===== src/design/frc_pkg.sv =====
package frc_pkg;

  // Frame layout
  localparam logic [7:0] START_BYTE   = 8'h02;
  localparam logic [7:0] LENGTH_BYTE  = 8'h0E;
  localparam logic [3:0] READ_CODE    = 4'h1;
  localparam logic [7:0] ADDR_OFFSET  = 8'd128;
  localparam logic [3:0] HDR_LAST_POS = 4'd6;
  localparam logic [3:0] VAL_LAST_POS = 4'd10;
  localparam logic [3:0] STS_LAST_POS = 4'd12;
  localparam logic [3:0] CSUM_POS     = 4'd15;

  localparam int unsigned ADDR_W = 6;
  localparam int unsigned PNUM_W = 12;
  localparam int unsigned CFG_W  = 12;

  // Configuration register indexes
  typedef enum logic {
    CFG_DEV_ADDR  = 1'b0,
    CFG_PARAM_NUM = 1'b1
  } frc_cfg_e;

  // Frame error codes
  typedef enum logic [1:0] {
    FRC_OK   = 2'd0,
    FRC_CSUM = 2'd1,
    FRC_HDR  = 2'd2
  } frc_err_e;

  typedef struct packed {
    logic [1:0]  frame_error;
    logic [31:0] param_value;
    logic [15:0] stat_word;
  } frc_result_t;

  // Expected request header byte at a given frame position
  function automatic logic [7:0] exp_hdr_byte(input logic [3:0]        pos,
                                              input logic [ADDR_W-1:0] addr,
                                              input logic [PNUM_W-1:0] pnum);
    logic [7:0] b;
    case (pos)
      4'd0:    b = START_BYTE;
      4'd1:    b = LENGTH_BYTE;
      4'd2:    b = {2'b00, addr} + ADDR_OFFSET;
      4'd3:    b = {READ_CODE, pnum[11:8]};
      4'd4:    b = pnum[7:0];
      default: b = 8'h00;
    endcase
    return b;
  endfunction

endpackage


===== src/design/frc_if.sv =====
// Byte stream into the checker
interface frc_rx_if;
  logic       valid;
  logic       ready;
  logic [7:0] rx_byte;

  modport source (output valid, output rx_byte, input ready);
  modport sink   (input valid, input rx_byte, output ready);
endinterface

// Checked frame results out of the checker
interface frc_res_if;
  logic        valid;
  logic        ready;
  logic [1:0]  frame_error;
  logic [31:0] param_value;
  logic [15:0] stat_word;

  modport source (output valid, output frame_error, output param_value,
                  output stat_word, input ready);
  modport sink   (input valid, input frame_error, input param_value,
                  input stat_word, output ready);
endinterface


===== src/design/frc_tracker.sv =====
module frc_tracker
  import frc_pkg::*;
(
  input  logic              clk_i,
  input  logic              rst_ni,
  input  logic              accept_i,
  input  logic [7:0]        rx_byte_i,
  input  logic [ADDR_W-1:0] dev_addr_i,
  input  logic [PNUM_W-1:0] param_num_i,
  output logic              res_valid_o,
  output frc_result_t       result_o
);

  logic        collecting_q, collecting_d;
  logic [3:0]  idx_q, idx_d;
  logic [7:0]  xor_q, xor_d;
  logic        hdr_ok_q, hdr_ok_d;
  logic [31:0] val_q, val_d;
  logic [15:0] sts_q, sts_d;

  logic active;
  logic last_word;

  // Hunting state already holds the cleared frame values, so use it directly
  assign active    = collecting_q || (rx_byte_i == START_BYTE);
  assign last_word = collecting_q && (idx_q == CSUM_POS);

  assign res_valid_o = accept_i && last_word;

  // Build the result from the checksum word
  always_comb begin
    result_o = '0;
    if (rx_byte_i != xor_q) begin
      result_o.frame_error = FRC_CSUM;
    end else if (!hdr_ok_q) begin
      result_o.frame_error = FRC_HDR;
    end else begin
      result_o.frame_error = FRC_OK;
      result_o.param_value = val_q;
      result_o.stat_word   = sts_q;
    end
  end

  // Advance frame state on each accepted word
  always_comb begin
    collecting_d = collecting_q;
    idx_d        = idx_q;
    xor_d        = xor_q;
    hdr_ok_d     = hdr_ok_q;
    val_d        = val_q;
    sts_d        = sts_q;
    if (accept_i && active) begin
      if (last_word) begin
        collecting_d = 1'b0;
        idx_d        = '0;
        xor_d        = '0;
        hdr_ok_d     = 1'b1;
        val_d        = '0;
        sts_d        = '0;
      end else begin
        collecting_d = 1'b1;
        idx_d        = idx_q + 4'd1;
        xor_d        = xor_q ^ rx_byte_i;
        if (idx_q <= HDR_LAST_POS) begin
          if (rx_byte_i != exp_hdr_byte(idx_q, dev_addr_i, param_num_i)) begin
            hdr_ok_d = 1'b0;
          end
        end else if (idx_q <= VAL_LAST_POS) begin
          // shift in nonzero value bytes only
          if (rx_byte_i != 8'h00) begin
            val_d = {val_q[23:0], rx_byte_i};
          end
        end else if (idx_q <= STS_LAST_POS) begin
          sts_d = {sts_q[7:0], rx_byte_i};
        end
      end
    end
  end

  always_ff @(posedge clk_i or negedge rst_ni) begin
    if (!rst_ni) begin
      collecting_q <= 1'b0;
      idx_q        <= '0;
      xor_q        <= '0;
      hdr_ok_q     <= 1'b1;
      val_q        <= '0;
      sts_q        <= '0;
    end else begin
      collecting_q <= collecting_d;
      idx_q        <= idx_d;
      xor_q        <= xor_d;
      hdr_ok_q     <= hdr_ok_d;
      val_q        <= val_d;
      sts_q        <= sts_d;
    end
  end

`ifndef SYNTHESIS
  a_hunt_clear: assert property (@(posedge clk_i) disable iff (!rst_ni)
    !collecting_q |-> (idx_q == 4'd0) && (xor_q == 8'h00) && hdr_ok_q)
    else $error("hunting with stale frame state");

  a_drop_noise: assert property (@(posedge clk_i) disable iff (!rst_ni)
    accept_i && !collecting_q && (rx_byte_i != START_BYTE) |=> !collecting_q)
    else $error("non-start word opened a frame");

  a_end_frame: assert property (@(posedge clk_i) disable iff (!rst_ni)
    res_valid_o |=> !collecting_q && (idx_q == 4'd0))
    else $error("frame not closed after checksum word");
`endif

endmodule


===== src/design/frc_out_reg.sv =====
module frc_out_reg
  import frc_pkg::*;
(
  input  logic        clk_i,
  input  logic        rst_ni,
  input  logic        load_i,
  input  frc_result_t result_i,
  input  logic        out_ready_i,
  output logic        out_valid_o,
  output frc_result_t result_o,
  output logic        in_ready_o
);

  logic        valid_q, valid_d;
  frc_result_t data_q;

  // Take a new word whenever the held result leaves or none is held
  assign in_ready_o  = !valid_q || out_ready_i;
  assign out_valid_o = valid_q;
  assign result_o    = data_q;

  always_comb begin
    valid_d = valid_q;
    if (load_i) begin
      valid_d = 1'b1;
    end else if (out_ready_i) begin
      valid_d = 1'b0;
    end
  end

  always_ff @(posedge clk_i or negedge rst_ni) begin
    if (!rst_ni) begin
      valid_q <= 1'b0;
    end else begin
      valid_q <= valid_d;
    end
  end

  // Hold payload until replaced
  always_ff @(posedge clk_i) begin
    if (load_i) begin
      data_q <= result_i;
    end
  end

`ifndef SYNTHESIS
  a_no_overwrite: assert property (@(posedge clk_i) disable iff (!rst_ni)
    valid_q && !out_ready_i |-> !load_i)
    else $error("held result overwritten");

  a_load_shows: assert property (@(posedge clk_i) disable iff (!rst_ni)
    load_i |=> valid_q && (data_q == $past(result_i)))
    else $error("loaded result not presented");

  a_stall_keeps: assert property (@(posedge clk_i) disable iff (!rst_ni)
    valid_q && !out_ready_i |=> valid_q && $stable(data_q))
    else $error("stalled result lost");
`endif

endmodule


===== src/design/fc_response_frame_checker_core.sv =====
// Channel   Dir  Payload                                      Handshake
// rx        in   rx_byte[7:0]                                 valid/ready
// res       out  frame_error[1:0] param_value[31:0]           valid/ready
//                stat_word[15:0]
// cfg       in   cfg_idx_i, cfg_wdata_i[11:0]                 cfg_we_i
//
// One word per cycle while rx.ready is high; a result is registered and appears
// in the cycle after the checksum word is accepted, and is held until res.ready.
// rx.ready drops only while a result is held and res.ready is low.
// Reset clears frame state and sets address 1, parameter number 0.
module fc_response_frame_checker_core
  import frc_pkg::*;
(
  input  logic             clk_i,
  input  logic             rst_ni,
  frc_rx_if.sink           rx,
  frc_res_if.source        res,
  input  logic             cfg_we_i,
  input  logic             cfg_idx_i,
  input  logic [CFG_W-1:0] cfg_wdata_i
);

  logic [ADDR_W-1:0] dev_addr_q;
  logic [PNUM_W-1:0] param_num_q;
  logic              in_ready;
  logic              accept;
  logic              res_valid;
  frc_result_t       result;
  frc_result_t       res_data;

  // Write configuration registers
  always_ff @(posedge clk_i or negedge rst_ni) begin
    if (!rst_ni) begin
      dev_addr_q  <= ADDR_W'(1);
      param_num_q <= '0;
    end else if (cfg_we_i) begin
      case (frc_cfg_e'(cfg_idx_i))
        CFG_DEV_ADDR:  dev_addr_q  <= cfg_wdata_i[ADDR_W-1:0];
        CFG_PARAM_NUM: param_num_q <= cfg_wdata_i[PNUM_W-1:0];
        default: ;
      endcase
    end
  end

  assign rx.ready = in_ready;
  assign accept   = rx.valid && in_ready;

  frc_tracker u_tracker (
    .clk_i       (clk_i),
    .rst_ni      (rst_ni),
    .accept_i    (accept),
    .rx_byte_i   (rx.rx_byte),
    .dev_addr_i  (dev_addr_q),
    .param_num_i (param_num_q),
    .res_valid_o (res_valid),
    .result_o    (result)
  );

  frc_out_reg u_out_reg (
    .clk_i       (clk_i),
    .rst_ni      (rst_ni),
    .load_i      (res_valid),
    .result_i    (result),
    .out_ready_i (res.ready),
    .out_valid_o (res.valid),
    .result_o    (res_data),
    .in_ready_o  (in_ready)
  );

  assign res.frame_error = res_data.frame_error;
  assign res.param_value = res_data.param_value;
  assign res.stat_word   = res_data.stat_word;

endmodule

===== src/flat_wrapper.sv =====
// flat-port wrapper written by rule: the top's interface ports become plain ports
module fc_response_frame_checker_core_flat import frc_pkg::*;
  (clk_i, rst_ni, cfg_we_i, cfg_idx_i, cfg_wdata_i, rx_valid, rx_rx_byte, rx_ready, res_valid, res_frame_error, res_param_value, res_stat_word, res_ready);
  frc_rx_if rx_i ();
  frc_res_if res_i ();
  input  logic clk_i;
  input  logic rst_ni;
  input  logic cfg_we_i;
  input  logic cfg_idx_i;
  input  logic [CFG_W-1:0] cfg_wdata_i;
  input wire logic [$bits(rx_i.valid)-1:0] rx_valid;
  input wire logic [$bits(rx_i.rx_byte)-1:0] rx_rx_byte;
  output wire logic [$bits(rx_i.ready)-1:0] rx_ready;
  output wire logic [$bits(res_i.valid)-1:0] res_valid;
  output wire logic [$bits(res_i.frame_error)-1:0] res_frame_error;
  output wire logic [$bits(res_i.param_value)-1:0] res_param_value;
  output wire logic [$bits(res_i.stat_word)-1:0] res_stat_word;
  input wire logic [$bits(res_i.ready)-1:0] res_ready;
  assign rx_i.valid = rx_valid;
  assign rx_i.rx_byte = rx_rx_byte;
  assign rx_ready = rx_i.ready;
  assign res_valid = res_i.valid;
  assign res_frame_error = res_i.frame_error;
  assign res_param_value = res_i.param_value;
  assign res_stat_word = res_i.stat_word;
  assign res_i.ready = res_ready;
  fc_response_frame_checker_core u_core (.clk_i(clk_i), .rst_ni(rst_ni), .rx(rx_i), .res(res_i), .cfg_we_i(cfg_we_i), .cfg_idx_i(cfg_idx_i), .cfg_wdata_i(cfg_wdata_i));
endmodule

===== config.mk =====
export PLATFORM = sky130hd
export DESIGN_NAME = fc_response_frame_checker_core_flat
export DESIGN_NICKNAME = d
export VERILOG_FILES = /design/src/design/frc_pkg.sv /design/src/design/frc_if.sv /design/src/design/frc_tracker.sv /design/src/design/frc_out_reg.sv /design/src/design/fc_response_frame_checker_core.sv /design/src/flat_wrapper.sv
export SDC_FILE = /design/constraint.sdc
export NUM_CORES = 1
export LEC_CHECK = 0
export ABC_AREA = 1
export BUFFER_PORTS_ARGS = -buffer_cell sky130_fd_sc_hd__buf_4
export CORE_ASPECT_RATIO = 1.25
export CORE_MARGIN = 5
export CORE_UTILIZATION = 30
export DETAILED_ROUTE_END_ITERATION = 6
export PLACE_DENSITY_LB_ADDON = 0.25
export SYNTH_ARGS = -nofsm -noshare
export SYNTH_HDL_FRONTEND = slang
export SYNTH_SLANG_ARGS = --single-unit

===== constraint.sdc =====
create_clock -name clk_i -period 3.56 [get_ports clk_i]
set_input_delay 0.178 -clock clk_i [delete_from_list [all_inputs] [get_ports clk_i]]
set_output_delay 0.178 -clock clk_i [all_outputs]
set_load 0.005 [all_outputs]

Word level (Yosys, flattened, before mapping) --
Index checks and enable logic that the tools add are counted.
Storage, ports and cells: input bits 26, output and inout bits 52, bits in registers 131, word-level logic and storage cells 72
Cells by class: reduce and logical (&&, ||, !) cells 21, $lt $le $gt $ge 3, equal/unequal tests 10, bitwise operators 3, add/sub/neg operators 2, mux-type cells 21
Operator list (number):
- two-way mux 32 bit | 4
- two-way mux 16 bit | 4
- case mux 8 bit (5 select lines) | 1
- two-way mux 8 bit | 4
- inequality test 8 bit | 2
- nonzero test 2 bit | 6
- adder 6 x 8 -> 8 bit, second input constant | 1
- == test 4 x 2 -> 1 bit, second input constant | 2
- == test 8 x 2 -> 1 bit, second input constant | 1
- less-or-equal comparator 4 bit, second input constant | 2
- AND reduction 4 bit | 2
- nonzero test 8 bit | 1
- bitwise XOR 8 bit | 1
- two-way mux 1 bit | 6
- adder 4 x 1 -> 4 bit, second input constant | 1
- == test 4 x 1 -> 1 bit, second input constant | 1
- == test 4 x 3 -> 1 bit, second input constant | 1
- == test 4 bit, second input constant | 1
- less-or-equal comparator 4 x 3 -> 1 bit, second input constant | 1
- logical AND 1 bit | 4
- logical NOT 4 bit | 1
- two-way mux 4 bit | 1
- inequality test 2 bit, second input constant | 2
- AND reduction 2 bit | 2
- other kinds (6) | 8

Longest topological paths before layout --
Gate-level depths: netlist of run 1.
word-level depth 9, depth in mapped cells 15, mapped depth without buffers 15

Hierarchy --
Synthesis of run 1 repeated with hierarchy kept, for this count alone.
Second synthesis, totals: cells, all modules 603, area total of the unflattened synthesis 5693.0 µm²
Modules (own cells, without submodules):
- frc_tracker | sequential area each 1552.7 µm², instances 1, area each 3400.8 µm², cells each 467
- frc_out_reg | sequential area each 1526.5 µm², instances 1, area each 1546.5 µm², cells each 55
- fc_response_frame_checker_core | sequential area each 451.7 µm², instances 1, area each 745.7 µm², cells each 81

Worst setup path after synthesis of run 1 --
No wires, ideal clock.
kind flip-flop to flip-flop, start reg u_core.u_tracker.idx_q[1], end reg u_core.u_out_reg.data_q, in the netlist u_core.u_out_reg.result_o[0], enable pin, path buffers 1, path slack -223 ps, stages on the path, launching flop included 7, arrival 3322 ps, setup time 461 ps, data required time 3099 ps, clock period less this slack 3783 ps, path through dfrtp_1 > ha_1 > inv_1 > nor3_2 > buf_4 > inv_2 > nor2_1
On the way: longest elaborated chain between the ends 3
RTL lines:
- start: declaration | line frc_tracker.sv:15 | logic [3:0] idx_q, idx_d;
- start signal: assignment | line frc_tracker.sv:90 | idx_q <= idx_d;
- == test 4 bit | line frc_tracker.sv:26 | assign last_word = collecting_q && (idx_q == CSUM_POS);
- logical AND 1 bit | line frc_tracker.sv:26
- logical AND 1 bit | line frc_tracker.sv:28 | assign res_valid_o = accept_i && last_word;
- net u_core.res_valid | line fc_response_frame_checker_core.sv:27 | logic res_valid;
- end signal: assignment | line frc_out_reg.sv:42 | data_q <= result_i;
- end: declaration | line frc_out_reg.sv:15 | frc_result_t data_q;
The timed path passes the listed nets, and every way through them passes these cells. A chain may end at the register's enable or synchronous reset.

Worst setup path in the final report of run 1 --
start reg u_core.u_tracker.idx_q[1], end reg u_core.u_tracker.val_q[27]
On the way: longest elaborated chain between the ends 4, elaborated cells between the ends (all ways) 9, those cells by class order compare (2); eq/ne (2); mux (1); reduce/logical (4)
RTL lines:
- branches (longest 4 deep; another with less-or-equal comparator 4 x 3 -> 1 bit)
- end signal: assignment | line frc_tracker.sv:93 | val_q <= val_d;
- end: declaration | line frc_tracker.sv:18 | logic [31:0] val_q, val_d;
Parallel ways; which one is timed is not known.

==> results of run 1 <==
registers in the layout, summed over array words and instances, names as in the netlist:
register and flops:
u_core.dev_addr_q 6, u_core.u_tracker.collecting_q 1, u_core.u_tracker.idx_q 4, u_core.u_tracker.val_q 32, u_core.u_out_reg.result_o 50, u_core.u_tracker.sts_q 16
u_core.u_out_reg.out_valid_o 1, u_core.param_num_q 12, u_core.u_tracker.xor_q 8, u_core.u_tracker.hdr_ok_q 1
path summary, 6_finish.rpt:
kind	cells after the start	slack (ps)	start	end
min in group asynchronous	2	490	rst_ni	u_core.param_num_q[6]$_DFFE_PN0P_
worst max-delay path	7	970	u_core.u_tracker.idx_q[1]$_DFFE_PN0P_	u_core.u_tracker.val_q[27]$_DFFE_PN0P_
worst min-delay path	3	40	cfg_wdata_i[3]	u_core.param_num_q[3]$_DFFE_PN0P_
max in group asynchronous	2	2380	rst_ni	u_core.u_tracker.sts_q[4]$_DFFE_PN0P_
worst max register to register	7	970	u_core.u_tracker.idx_q[1]$_DFFE_PN0P_	u_core.u_tracker.val_q[27]$_DFFE_PN0P_
worst min register to register	2	480	u_core.u_tracker.hdr_ok_q$_DFFE_PN1P_	u_core.u_tracker.hdr_ok_q$_DFFE_PN1P_
cells by family (layout without fill, tap and decap cells):
| kind of cell | after synthesis | count (layout) |
|---|---|---|
| multiplexers | 6 | 6 |
| buffers and inverters | 102 | 197 |
| adder cells (fa/ha/maj) | 4 | 4 |
| AO/OA/AOI/OAI | 78 | 78 |
| XOR/XNOR | 10 | 10 |
| AND/OR/NAND/NOR | 232 | 232 |
| flip-flops | 131 | 131 |
routing by layer:
metal,GRT usage (%),share of wire (%),vias up
met5,0,0,-
met4,3.88,1.1,0
met3,4.23,5.3,9
met2,19.7,51,89
met1,14.1,42,1893
li1,-,-,1994
power groups by stage:
stage	registers, mW	logic, mW	clock network (mW)
floorplan	2.13	0.903	0
global placement	2.19	1.10	0
detailed placement	2.20	1.13	0
CTS	2.18	1.15	1.88
global route	2.22	1.30	1.95
finish	2.18	1.13	1.83
critical path: cells and delay by family, from the launching register on:
kind,cells,cell delay [ps]
compound gates,1,140
fa+ha+maj,1,310
buf+inv,1,100
flops,1,430
simple gates,4,1500
through the flow:
stage | utilization, % | instance area, um2 | power (mW)
5_1_grt | 38.8 | 7040 | 5.47
3_3_place_gp | 34.9 | 6340 | 3.28
6_report | 38.8 | 7040 | 5.14
4_1_cts | 38.8 | 7040 | 5.20
3_5_place_dp | 34.9 | 6340 | 3.33
2_1_floorplan | - | 5580 | 3.04
cell usage after synthesis (all sizes together):
master and n:
clkbuf 9, nand2 95, ha 4, buf 17
a21oi 2, nand3 51, dfrtp 79, xor2 10
inv 75, nor2 76, clkinv 1, o31ai 2
nor4 2, edfxtp 50, dfstp 2, mux2 6
nor3 1, o21ai 74, nand4 7
cell type report:
type	count	area, um2	share of cell area, %
Sequential cell	131	3530	50.1
Multi-Input combinational cell	330	1620	22.9
Timing Repair Buffer	89	701	9.95
Clock buffer	20	447	6.34
Inverter	76	287	4.07
Tap cell	228	285	4.05
Clock inverter	12	179	2.54
what timing repair did:
action / 4_1_cts / 5_1_grt
resized for setup: 0 / 0
hold buffers: 8 / 0
endpoints found under the setup margin: 0 / 0
setup buffers: 0 / 0
endpoints found under the hold margin: 21 / 0
==> metrics.cfg, run 1 <==
[run_status]
status=finished, final reports clean

[timing]
fin_crit_ps=2590
skew_ps=8.28
worst-slew-pin-transition_ps=1070
rsz0062_at_grt=no
relSlewSlack_pct=29.0
setup_viol=0
min_period_over_period_pct=72.8
slew_violations=0
tns_ps=0
fin_ws_ps=968
worst_hold_slack_ps=43.2
finalHoldViolations=0
max_freq_mhz=386

[detailed_routing]
drc=0
dr.first_iter.drc_count=321
drtPass1Iterations=7
routedWlPerCell_um=13.7
wl_um=12100
ant_nets=0
via_per_inst=4.50
vias=3985

[logic_synthesis]
synth.area.top_cells=dfrtp_1 35%, edfxtp_1 27%, nand2_1 6.3%
syn_area_mm2=0.00557
synth_cell_types=28
yosys.area.top_type=dfrtp_1
yosys_register_bits=131
synth_top_area_share_pct=35.5
yosys_warnings=0
ys_seq_area_share_pct=63.3
synth-compound-area-share_pct=7.18
synthCells=563
synthMuxAreaShare_pct=1.21
synth_top_family_by_area=simple AND/OR/NAND/NOR gates
synth_xor_area_share_pct=1.57
avgSynthCellArea_um2=9.90
syn_nets=593
synthAdderAreaFrac_pct=0.898
yosys.area_share.simple_pct=17.9

[layout]
final_cells=886
syn2layout_area_growth_pct=26.4
nNetsFinal=675
drive_gt1_share_pct=20.1
fill_cells=1839
final_cell_mix=93 x nand2_1, 80 x buf_4, 79 x dfrtp_1, 72 x inv_1, 71 x nor2_1
num_antenna_cells=0
mostFrequentLayoutCell=nand2_1

[grt]
grt_pass1_wl_um=20300
grt_overflow=0
track_usage_pct=11.8
grt_pass1_vias=4033
grt_max_degree=82
grt_antenna_before_repair=0

[clocking]
cts_tree=built
clock_path_buffers=2
clock-root-buffer=clkbuf_16
numCtsBuffers=17
clkTransAtPathRegs_ps=60
htreeDepth=4
clock_latency_ps=410
cts_sinks=131

[place]
place_ws_ps=988
placedCellCount=846
dp_hpwl_um=8330
gp_congestion=0.835
portBuffers=77

[power]
pwr-share-seq_pct=42.3
peakVddDrop_mv=0.373
switching_share_pct=30.9
pwr-share-clk_pct=35.7
cellLeakagePower_nw=3.16
p_sw_mw=1.59
power_density_mw_per_mm2=730
intPower_mw=3.55
combPwrFrac_pct=22.0

[worst_setup_path]
crit_fanout=64
cp_slowest_cell=nor2_8
path_cells=ha_1 -> inv_1 -> nor3_2 -> nor2_2 -> nor2_8 -> nand3_1 -> o21ai_1
critPathLaunchType=flip-flop
critical_path_class=reg -> reg
arrival_ps=2920
end_kind=flip-flop
critPathMaxStageDelay_ps=620
crit_required_ps=3890

[floorplanning]
die_h_um=162
start_util_pct=30.7
dieArea_mm2=0.0214
ios=78
rows=55
die_x_um=132
core-area_mm2=0.0182

[job]
maxCapViolCount=0

[min_path]
min_path_type=in -> reg

(Power assumes the default switching activity.)
==> run 2, diff against run 1 <==
- clock period: 3.56 -> 2.3 ns (I/O delays scaled with it)
==> metrics.cfg, run 2 (same netlist as run 1, synthesis figures left out) <==
[power]
total_power_mw=7.83  ; +52%
p_sw_mw=2.48  ; +56%
cellLeakagePower_nw=3.19  ; +0.98%
intPower_mw=5.35  ; +51%
power_density_mw_per_mm2=1100  ; +50%
combPwrFrac_pct=23.4  ; +1.4 points
pwr-share-clk_pct=33.6  ; -2.1 points
pwr-share-seq_pct=43.0  ; +0.7 points
switching_share_pct=31.6  ; +0.69 points
peakVddDrop_mv=0.518  ; +39%

[worst_setup_path]
critical_path_class=reg -> reg
end_kind=flip-flop
crit_fanout=64  ; unchanged
reg2reg_depth=8  ; +1
critPathLaunchType=flip-flop
r2r_start=u_core.u_tracker.idx_q[0]$_DFFE_PN0P_
cp_slowest_cell=dfrtp_1
arrival_ps=2370  ; -550 ps
critPathMaxStageDelay_ps=460  ; -160 ps
reg2reg_slack_ps=260  ; -700 ps
timing.rr.end=u_core.u_tracker.val_q[18]$_DFFE_PN0P_
crit_top_cell=o21ai_1
path_cells=inv_1 -> ha_1 -> o21ai_1 -> nand2_4 -> nor2_8 -> buf_12 -> nand3_1 -> o21ai_1
crit_required_ps=2640  ; -1250 ps

[layout]
final_cells=897  ; +1.2%
fill_cells=1822  ; -0.92%
largest_register_ffs=50  ; unchanged
num_antenna_cells=0  ; unchanged
syn2layout_area_growth_pct=28.2
nNetsFinal=686  ; +1.6%
final_cell_mix=93 x nand2_1, 83 x buf_4, 79 x dfrtp_1, 72 x inv_1, 70 x nor2_1
utilization_pct=39.3  ; +0.56 points
drive_gt1_share_pct=20.9  ; +0.87 points
mostFrequentLayoutCell=nand2_1

[min_path]
timing.hold.worst.start=rx_rx_byte[2]
hold_depth=4  ; +1
min_path_type=in -> reg
whs_endpoint=u_core.u_tracker.xor_q[2]$_DFFE_PN0P_

[detailed_routing]
via_per_inst=4.55  ; +1.1%
routedWlPerCell_um=13.2  ; -3.6%
vias=4078  ; +2.3%
wl_um=11800  ; -2.4%
drc=0  ; unchanged
drtPass1Iterations=4  ; -3
ant_nets=0  ; unchanged
dr.first_iter.drc_count=297  ; -7.5%

[timing]
setup_viol=0  ; unchanged
relSlewSlack_pct=60.1  ; +31 points
fin_crit_ps=2040  ; -556 ps
slew_violations=0  ; unchanged
rsz0062_at_grt=no
worst_hold_slack_ps=68.6  ; +25.4 ps
tns_ps=0  ; unchanged
worst-slew-pin-transition_ps=597  ; -469 ps
finalHoldViolations=0  ; unchanged
min_period_over_period_pct=88.5  ; +16 points
skew_ps=8.13  ; -0.155 ps
max_freq_mhz=491  ; +27%

[grt]
track_usage_pct=11.5  ; -0.28 points
grt_pass1_wl_um=20000  ; -1.6%
grt_overflow=0  ; unchanged
grt_pass1_vias=4155  ; +3.0%
grt_max_degree=82  ; unchanged
grt_antenna_before_repair=0  ; unchanged

[clocking]
clock-root-buffer=clkbuf_16
postCtsSetupBuffers=0  ; unchanged
cts_tree=built
clock_latency_ps=410  ; about the same
clock_path_buffers=2  ; unchanged
numCtsBuffers=17  ; unchanged
clkTransAtPathRegs_ps=60  ; about the same
cts_sinks=131  ; unchanged
htreeDepth=4  ; unchanged

[floorplanning]
ios=78  ; unchanged
start_util_pct=30.7  ; unchanged
die_h_um=162  ; unchanged
die_x_um=132  ; unchanged
dieArea_mm2=0.0214  ; unchanged
rows=55  ; unchanged
core-area_mm2=0.0182  ; unchanged

[place]
portBuffers=77  ; unchanged
gp_congestion=0.865  ; +3.6%
dp_hpwl_um=8290  ; -0.50%
placedCellCount=851  ; +0.59%

[run_status]
status=finished, final reports clean

[job]
maxCapViolCount=0  ; unchanged

run 2: changes by cell type in the layout (fill, tap and decap cells not counted), sizes merged:
cell         previous run  this run
bufinv                  4         2
dlygate4sd3             8        14
clkinvlp                2         5
inv                    77        76
buf                    81        86
run 2: worst max-delay path by stage:
stage / from / depth (start not counted) / end / slack, ps
6_report: u_core.u_tracker.idx_q[0]$_DFFE_PN0P_ / 8 / u_core.u_tracker.val_q[18]$_DFFE_PN0P_ / 260
4_1_cts: u_core.u_tracker.idx_q[0]$_DFFE_PN0P_ / 8 / u_core.u_tracker.val_q[8]$_DFFE_PN0P_ / 250
2_1_floorplan: u_core.u_tracker.idx_q[1]$_DFFE_PN0P_ / 6 / u_core.u_out_reg.result_o[0]$_SDFFCE_PP0P_ / 20
3_5_place_dp: u_core.u_tracker.idx_q[0]$_DFFE_PN0P_ / 8 / u_core.u_tracker.val_q[8]$_DFFE_PN0P_ / 250
3_3_place_gp: u_core.u_tracker.idx_q[0]$_DFFE_PN0P_ / 8 / u_core.u_tracker.val_q[8]$_DFFE_PN0P_ / 360
5_1_grt: u_core.u_tracker.idx_q[0]$_DFFE_PN0P_ / 8 / u_core.u_tracker.sts_q[12]$_DFFE_PN0P_ / 50
run 2: routing by layer:
metal  global-route usage [%]  vias up  wire [um]
li1                         -     2007          -
met1                     14.0     1933       5170
met2                     18.4      107       5690
met3                     4.36       31        705
met4                     4.72        0        265
met5                        0        -          0
run 2: critical path, delay by kind of cell (launching register included):
family / cells / cell delay, ps
flops: 1 / 460
buf+inv: 2 / 410
compound gates: 2 / 410
fa+ha+maj: 1 / 330
simple gates: 3 / 330
run 2: what timing repair did:
action	in CTS	in global routing
gates resized for setup	0	1
setup endpoints to repair	0	1
hold buffers	14	0
hold endpoints to repair	96	0
run 2: through the flow:
step                setup slack [ps]  instance area [um2]
global route                    47.4                 7150
floorplan                       17.3                 5590
global placement                 358                 6410
detailed placement               250                 6410
finish                           264                 7150
CTS                              252                 7140
run 2: power groups by stage:
stage	clock network (mW)	logic, mW	registers [mW]
floorplan	0	1.41	3.31
global placement	0	1.75	3.39
detailed placement	0	1.81	3.41
CTS	2.68	1.85	3.37
global route	2.81	2.13	3.44
finish	2.63	1.83	3.37
run 2: final cells by class:
| class | count | area (um2) | share of cell area (%) |
|---|---|---|---|
| clock inverters | 12 | 133 | 1.86 |
| well taps | 228 | 285 | 3.99 |
| repair buffers | 100 | 823 | 11.5 |
| inverters | 76 | 287 | 4.01 |
| multi-input cells | 330 | 1630 | 22.8 |
| flip-flops and latches | 131 | 3530 | 49.4 |
| clock buffers | 20 | 457 | 6.39 |
==> run 3, diff against run 2 <==
- BUFFER_PORTS_ARGS: -buffer_cell sky130_fd_sc_hd__buf_4 -> not set
- DONT_BUFFER_PORTS: not set -> 1
==> metrics.cfg, run 3 (same netlist as run 1, synthesis figures left out) <==
[run_status]
status=finished, final reports clean

[worst_setup_path]
critPathLaunchType=flip-flop
critical_path_class=reg -> reg
crit_required_ps=2630  ; about the same
crit_fanout=64  ; unchanged
reg2reg_slack_ps=290  ; +30 ps
end_kind=flip-flop
arrival_ps=2340  ; -30 ps

[grt]
grt_pass1_vias=3912  ; -5.8%
grt_max_degree=82  ; unchanged
grt_antenna_before_repair=0  ; unchanged
track_usage_pct=11.6  ; +0.069 points
grt_pass1_wl_um=20000  ; about the same
grt_overflow=0  ; unchanged

[min_path]
min_path_type=in -> reg

[power]
peakVddDrop_mv=0.469  ; -9.5%
p_sw_mw=2.42  ; -2.3%
switching_share_pct=31.6  ; about the same
power_density_mw_per_mm2=1160  ; +5.5%
intPower_mw=5.23  ; -2.3%
combPwrFrac_pct=22.8  ; -0.6 points
total_power_mw=7.65  ; -2.3%
pwr-share-seq_pct=44.3  ; +1.3 points
pwr-share-clk_pct=32.9  ; -0.7 points
cellLeakagePower_nw=2.85  ; -11%

[floorplanning]
core-area_mm2=0.0182  ; unchanged
die_h_um=162  ; unchanged
rows=55  ; unchanged
start_util_pct=30.7  ; unchanged
dieArea_mm2=0.0214  ; unchanged
die_x_um=132  ; unchanged
ios=78  ; unchanged

[timing]
relSlewSlack_pct=61.7  ; +1.6 points
slew_violations=0  ; unchanged
min_period_over_period_pct=87.4  ; -1.1 points
finalHoldViolations=0  ; unchanged
fin_ws_ps=290  ; +26.2 ps
skew_ps=10.4  ; +2.30 ps
rsz0062_at_grt=no
fin_crit_ps=2010  ; -26.2 ps
tns_ps=0  ; unchanged
worst-slew-pin-transition_ps=573  ; -23.6 ps
max_freq_mhz=498  ; +1.3%
setup_viol=0  ; unchanged

[layout]
multi_input_area_mm2=0.00163  ; -0.15%
largest_register_ffs=50  ; unchanged
nNetsFinal=617  ; -10%
mostFrequentLayoutCell=nand2_1
fill_cells=1862  ; +2.2%
seqCellArea_mm2=0.00353  ; unchanged
drive_gt1_share_pct=9.50  ; -11 points
num_antenna_cells=0  ; unchanged
syn2layout_area_growth_pct=18.7
final_cell_mix=93 x nand2_1, 79 x dfrtp_1, 72 x inv_1, 71 x nor2_1

[detailed_routing]
dr.first_iter.drc_count=203  ; -32%
wl_um=12000  ; +1.7%
drc=0  ; unchanged
drtPass1Iterations=4  ; unchanged
ant_nets=0  ; unchanged
routedWlPerCell_um=14.5  ; +10%
via_per_inst=4.54  ; about the same
vias=3763  ; -7.7%

[clocking]
numCtsBuffers=17  ; unchanged
clkTransAtPathRegs_ps=60  ; about the same
cts-resized-gates=0  ; unchanged
cts_tree=built
clock_latency_ps=410  ; about the same
htreeDepth=4  ; unchanged
clock-root-buffer=clkbuf_16
clock_path_buffers=2  ; unchanged
cts_sinks=131  ; unchanged

[place]
dp_hpwl_um=8320  ; +0.36%
place_ws_ps=282  ; +32.5 ps
gp_congestion=0.857  ; -0.95%
portBuffers=0  ; -100%

[job]
maxCapViolCount=0  ; unchanged

-- run 3: changes by cell type in the layout (fill, tap and decap cells not counted), moves of 2 or more --
cell           delta
clkbuf_1          +2
clkinv_1          +3
dlygate4sd3_1     +8
clkbuf_8          -2
clkinvlp_4        -3
buf_4            -77
-- run 3: area by class of cell --
cell class              instances  area share (%)
inverters                      76            4.33
multi-input cells             330            24.6
clock buffers                  20            6.60
well taps                     228            4.31
clock inverters                12            1.78
repair buffers                 31            5.03
flip-flops and latches        131            53.4
-- run 3: worst max-delay path, stage by stage (launching register included) --
cell and delay, ps:
dfrtp_1 450, inv_1 150, ha_1 320, o21ai_1 300, nand2_4 120, nor2_8 100, buf_12 240, nand3_1 130
o21ai_1 100
-- run 3: path summary, 6_finish.rpt --
path / startpoint / depth (start not counted) / endpoint
max: u_core.u_tracker.idx_q[0]$_DFFE_PN0P_ / 8 / u_core.u_tracker.val_q[9]$_DFFE_PN0P_
min: rx_rx_byte[4] / 4 / u_core.u_tracker.val_q[4]$_DFFE_PN0P_
max reg2reg: u_core.u_tracker.idx_q[0]$_DFFE_PN0P_ / 8 / u_core.u_tracker.val_q[9]$_DFFE_PN0P_
min reg2reg: u_core.u_tracker.hdr_ok_q$_DFFE_PN1P_ / 2 / u_core.u_tracker.hdr_ok_q$_DFFE_PN1P_
max in group asynchronous: rst_ni / 2 / u_core.dev_addr_q[0]$_DFFE_PN1P_
min in group asynchronous: rst_ni / 2 / u_core.u_tracker.xor_q[6]$_DFFE_PN0P_
-- run 3: per-layer routing --
layer  vias up  track usage, %  wire length (um)
met5         -               0                 0
met4         0            3.51                83
met3         8            3.74               597
met2        95            19.4              6010
met1      1792            14.2              5340
li1       1868               -                 -
-- run 3: stage by stage --
stage	hold slack [ps]	cell area (um2)	utilization (%)	cells
floorplan	-181	5590	-	563
global placement	-176	5820	32.0	773
detailed placement	-176	5820	32.0	773
CTS	4.71	6620	36.4	828
global route	43.7	6620	36.4	828
finish	10.2	6620	36.4	828
-- run 3: repair_timing --
item / in CTS / in global routing
endpoints found under the setup margin: 0 / 0
hold buffers: 23 / 0
buffers inserted: 0 / 0
hold endpoints to repair: 108 / 0
-- run 3: power by group through the flow --
stage	combinational (mW)	clock (mW)	sequential [mW]
2_1_floorplan	1.41	0	3.31
3_3_place_gp	1.64	0	3.40
3_5_place_dp	1.69	0	3.43
4_1_cts	1.77	2.57	3.39
5_1_grt	2.05	2.69	3.46
6_report	1.75	2.51	3.39
